===== src/design/chmc_pkg.sv =====
`default_nettype none
package chmc_pkg;
    localparam int MAX_POINTS_DEF = 64;
    localparam int COORD_BITS_DEF = 16;

    // controller to datapath commands
    typedef struct packed {
        logic store;      // write input point at fill count
        logic clr;        // end of set: clear counts and overflow flag
        logic sort_init;  // outer sort index to 1
        logic sort_next;  // read point i, j = i, advance i
        logic sort_key;   // latch key, read point j-1
        logic sort_rd;    // read point j-1
        logic sort_shift; // write read data one place up
        logic sort_put;   // write key at j
        logic hull_init;  // start lower chain
        logic hull_rd;    // read point i of chain
        logic hull_eval;  // register cross product terms
        logic hull_dec;   // pop
        logic hull_push;  // push point
        logic hull_adv;   // next point index
        logic single;     // single point set: stack holds that point
        logic out_init;   // output index to zero
        logic out_rd;     // read stack entry k
        logic out_load;   // load output register
    } chmc_cmd_t;

    typedef struct packed {
        logic sort_done;   // outer index reached n
        logic j_zero;
        logic key_less;
        logic pop_ok;      // pop condition
        logic upper_done;
        logic out_last;
        logic n_small;
        logic n_one;
    } chmc_sts_t;
endpackage
`default_nettype wire


===== src/design/chmc_ctrl.sv =====
`default_nettype none
module chmc_ctrl (
    input  wire logic                aclk,
    input  wire logic                aresetn,
    input  wire logic                in_fire,
    input  wire logic                in_last,
    output logic                     in_ready,
    output logic                     out_valid,
    output logic                     out_last,
    input  wire logic                out_ready,
    input  wire chmc_pkg::chmc_sts_t sts,
    output chmc_pkg::chmc_cmd_t      cmd
);
    import chmc_pkg::*;
    typedef enum logic [14:0] {
        S_IDLE  = 15'b000000000000001,
        S_START = 15'b000000000000010,
        S_SNEXT = 15'b000000000000100,
        S_SKEY  = 15'b000000000001000,
        S_SRD   = 15'b000000000010000,
        S_SCMP  = 15'b000000000100000,
        S_HRD   = 15'b000000001000000,
        S_HTOP  = 15'b000000010000000,
        S_HEVAL = 15'b000000100000000,
        S_HCHK  = 15'b000001000000000,
        S_ONE   = 15'b000010000000000,
        S_ONE2  = 15'b000100000000000,
        S_ORD   = 15'b001000000000000,
        S_OLD   = 15'b010000000000000,
        S_OUT   = 15'b100000000000000
    } state_t;
    state_t state_reg, state_next;
    logic last_next, last_reg;

    assign in_ready  = (state_reg == S_IDLE);
    assign out_valid = (state_reg == S_OUT);
    assign out_last  = last_reg;

    always_comb begin
        cmd = '0;
        state_next = state_reg;
        last_next = last_reg;
        case (state_reg)
            S_IDLE: begin
                if (in_fire) begin
                    cmd.store = 1'b1;
                    if (in_last) state_next = S_START;
                end
            end
            S_START: begin
                // counts now final
                if (sts.n_small) begin
                    if (sts.n_one) begin
                        cmd.hull_init = 1'b1;
                        state_next = S_ONE;
                    end else begin
                        cmd.clr = 1'b1;
                        state_next = S_IDLE;
                    end
                end else begin
                    cmd.sort_init = 1'b1;
                    state_next = S_SNEXT;
                end
            end
            S_SNEXT: begin
                if (sts.sort_done) begin
                    cmd.hull_init = 1'b1;
                    state_next = S_HRD;
                end else begin
                    cmd.sort_next = 1'b1;
                    state_next = S_SKEY;
                end
            end
            S_SKEY: begin
                cmd.sort_key = 1'b1;
                state_next = S_SCMP;
            end
            S_SRD: begin
                if (sts.j_zero) begin
                    cmd.sort_put = 1'b1;
                    state_next = S_SNEXT;
                end else begin
                    cmd.sort_rd = 1'b1;
                    state_next = S_SCMP;
                end
            end
            S_SCMP: begin
                if (sts.key_less) begin
                    cmd.sort_shift = 1'b1;
                    state_next = S_SRD;
                end else begin
                    cmd.sort_put = 1'b1;
                    state_next = S_SNEXT;
                end
            end
            S_HRD: begin
                // point i and top two stack entries read together
                cmd.hull_rd = 1'b1;
                state_next = S_HEVAL;
            end
            S_HTOP: begin
                // stack reread after a pop
                state_next = S_HEVAL;
            end
            S_HEVAL: begin
                cmd.hull_eval = 1'b1;
                state_next = S_HCHK;
            end
            S_HCHK: begin
                if (sts.pop_ok) begin
                    cmd.hull_dec = 1'b1;
                    state_next = S_HTOP;
                end else begin
                    cmd.hull_push = 1'b1;
                    if (sts.upper_done) begin
                        cmd.out_init = 1'b1;
                        state_next = S_ORD;
                    end else begin
                        cmd.hull_adv = 1'b1;
                        state_next = S_HRD;
                    end
                end
            end
            S_ONE: begin
                cmd.hull_rd = 1'b1;
                state_next = S_ONE2;
            end
            S_ONE2: begin
                cmd.single = 1'b1;
                cmd.out_init = 1'b1;
                state_next = S_ORD;
            end
            S_ORD: begin
                last_next = sts.out_last;
                cmd.out_rd = 1'b1;
                state_next = S_OLD;
            end
            S_OLD: begin
                cmd.out_load = 1'b1;
                state_next = S_OUT;
            end
            S_OUT: begin
                if (out_ready) begin
                    if (last_reg) begin
                        cmd.clr = 1'b1;
                        state_next = S_IDLE;
                    end else state_next = S_ORD;
                end
            end
            default: state_next = S_IDLE;
        endcase
    end

    always_ff @(posedge aclk) begin
        if (!aresetn) begin
            state_reg <= S_IDLE;
            last_reg  <= 1'b0;
        end else begin
            state_reg <= state_next;
            last_reg  <= last_next;
        end
    end
endmodule
`default_nettype wire


===== config.mk =====
export PLATFORM = sky130hd
export DESIGN_NAME = chmc_ctrl
export DESIGN_NICKNAME = d
export VERILOG_FILES = /design/src/design/chmc_pkg.sv /design/src/design/chmc_ctrl.sv
export SDC_FILE = /design/constraint.sdc
export NUM_CORES = 1
export LEC_CHECK = 0
export BUFFER_PORTS_ARGS = -buffer_cell sky130_fd_sc_hd__buf_2
export CORE_UTILIZATION = 52
export CTS_BUF_LIST = sky130_fd_sc_hd__clkbuf_2 sky130_fd_sc_hd__clkbuf_4 sky130_fd_sc_hd__clkbuf_8
export DETAILED_ROUTE_END_ITERATION = 8
export HOLD_SLACK_MARGIN = 0.1
export PLACE_DENSITY = 0.77
export REMOVE_ABC_BUFFERS = 1
export SYNTH_ARGS = -nofsm -noshare
export SYNTH_HDL_FRONTEND = slang
export SYNTH_SLANG_ARGS = --single-unit

===== constraint.sdc =====
create_clock -name aclk -period 2.3 [get_ports aclk]
set_input_delay 0.345 -clock aclk [delete_from_list [all_inputs] [get_ports aclk]]
set_output_delay 0.345 -clock aclk [all_outputs]
set_load 0.03 [all_outputs]

==> impl_metrics.yaml <==
timing:
  slew_violations: 0
  setup_viol: 13
  fmax_mhz: 402
  post-route-min-period_ps: 2490
  finalHoldViolations: 0
  finalWorstSetupSlack_ps: -185
  maxSlewHeadroom_pct: 73.6
  rsz0062_at_grt: "yes"
  fin_skew_ps: 6.35
  worst_pin_slew_ps: 393
  period_share_pct: 108
setup_path:
  worst_ep_required_time_ps: 1960
  critPathMaxFanout: 6
  cp-start-kind: "flop"
  cp-end-kind: "primary output"
  worstPathArrival_ps: 2140
  r2r_slack_ps: 230
  critical_path_class: "flop to primary output"
  ff2ff_path_depth: 8
final_layout:
  areaGrowthSynthToFinish_pct: 65.5
  largest_register_ffs: 15
  final_cell_area_um2: 1790
  antennaDiodeCount: 0
  final_layout_size_suffix_gt1_share_pct: 58.9
  fin_cells: 219
  utilization_pct: 91.0
  fin_nets: 207
  fill_cells: 79
clock_network:
  clock_sinks: 16
  htreeDepth: 1
  clk_pin_slew_ps: 100
  cts_hold_buf: 0
  cts_buffers: 3
  cts_tree: "built"
  clock_latency_ps: 290
  clockRootBuffer: "clkbuf_4"
  cts_buffer_depth: 2
placement:
  place_congestion: 0.900
  port_buffers: 33
  place_area_um2: 1370
  dp_hpwl_mm: 2.30
  placed_cells: 201
drt:
  drt_first_pass_iters: 5
  drt-vias-per-instance: 6.81
  via_count: 1491
  ant_nets: 0
  initialDrtViolationCount: 123
  drc: 0
  finalWirelength_mm: 4.90
  wl_per_cell_um: 22.4
global_routing:
  grt_pass1_wl_mm: 5.09
  antenna_found_initial: 0
  grt_pass1_vias: 1068
  grt_remaining_overflow: 0
  track_usage_pct: 33.5
  grt_max_degree: 14
synth:
  synth.area.top_cells: "dfxtp_1 (30%), nor3_1 (7.0%), nor4_2 (5.8%)"
  synth_edf_count: 0
  synth_area_per_cell_um2: 8.23
  ys_seq_elements: 16
  ys_top_cells_by_count: "dfxtp_1 (16), nor3_1 (15), nor2_1 (11), nand2_1 (9), and2_1 (8)"
  synth.most_common_cell: "dfxtp_1"
  yosysWarnings: 0
  synth_ff_type: "dfxtp_1"
  yosysTopAreaCellShare_pct: 29.7
  syn_inst: 131
  ys_types: 38
  synth_area_um2: 1080
  ys_seq_area_share_pct: 29.7
  yosys.area.top_type: "dfxtp_1"
  ys_async_sr_fraction_pct: 0
floorplanning:
  initial_core_util_pct: 55.0
  dieArea_um2: 2260
  ioPinCount: 34
  die_h_um: 47.5
  row_count: 16
  fp.dieW_um: 47.5
  coreArea_um2: 1960
min_path:
  whs_path_depth: 3
  worstHoldPathType: "input pin to flop"
pwr:
  total_power_w: 0.000615
  ir_drop_mv: 0.281
  p_per_area_nw_per_um2: 344
  power.leakage_nw: 0.823
outcome:
  failed_checks: "setup timing"
  status: "finished with violations"
flow_run:
  maxCapViolations: 0
placed cells by master (no fill, tap or decap), types with 2 or more instances in the layout:
cell type  count
buf_4         35
buf_2         19
nor3_1        11
nor2_1         9
buf_6          9
nor4_4         7
dfxtp_1        7
dfxtp_2        7
nand2_1        6
xor2_1         5
and2_1         5
clkbuf_4       5
or4_4          4
and3_1         4
nor4_2         3
inv_1          3
nor3_4         3
and2_4         3
a21o_1         3
nand3_1        3
o21a_1         3
nand2_2        2
nand2b_1       2
or4b_4         2
and4_1         2
o221a_2        2
a21oi_1        2
dfxtp_4        2
cell type report:
class	count	area, um^2	area share, %
tap	27	33.8	1.89
inverter	3	11.3	0.631
timing repair buffer	65	474	26.6
clock buffer	3	22.5	1.26
multi-input combinational	105	907	50.8
sequential	16	337	18.9
path summary, 6_finish.rpt:
check / startpoint / endpoint
setup reg to reg: state_reg[2]$_SDFFE_PN0P_ / state_reg[0]$_SDFFE_PN1P_
setup / recovery: state_reg[11]$_SDFFE_PN0P_ / cmd[12]
hold reg to reg: out_last$_SDFFE_PN0P_ / out_last$_SDFFE_PN0P_
hold / removal: sts[2] / out_last$_SDFFE_PN0P_
cells by family (layout without fill, tap and decap cells):
kind of cell              Yosys count  after routing  share of synthesized area, %
muxes                               1              1                         0.928
buffers and inverters              10             71                          4.41
and+or+nand+nor                    81             81                          47.3
xor gates and xnor gates            6              6                          4.87
AOI/OAI and AO/OA                  17             17                          12.8
DFF                                16             16                          29.7
critical path, stage by stage, from the launching register on:
cell	delay, ps
dfxtp_1	420
or4_4	450
or4_4	530
nor4b_4	250
buf_4	200
stage by stage:
| step | setup slack (ps) | hold WS, ps | setup TNS (ps) |
|---|---|---|---|
| after floorplan | -278 | 434 | -1370 |
| after global placement | 82.8 | 523 | 0 |
| after detailed placement | 103 | 548 | 0 |
| after CTS | -168 | 312 | -482 |
| after global routing | -257 | 343 | -2590 |
| final | -185 | 303 | -972 |
routing by layer:
layer / track usage [%] / routed length [um] / vias to the layer above
li1: - / - / 619
met1: 42.2 / 1730 / 681
met2: 53.7 / 2280 / 143
met3: 8.30 / 523 / 48
met4: 15.6 / 374 / 0
met5: 0 / 0 / -
report_power, final:
group          internal, W  leakage [nW]  switching, W
Combinational    0.0000796         0.676     0.0000920
Clock            0.0000610        0.0138     0.0000929
Sequential        0.000280         0.133    0.00000971
Total             0.000420         0.823      0.000195
what timing repair did:
action,4_1_cts,5_1_grt
gates resized for setup,32,45
buffers inserted,4,11
endpoints found under the hold margin,0,0
endpoints found under the setup margin,17,18
pin swaps,4,12
(Power assumes the default switching activity.)
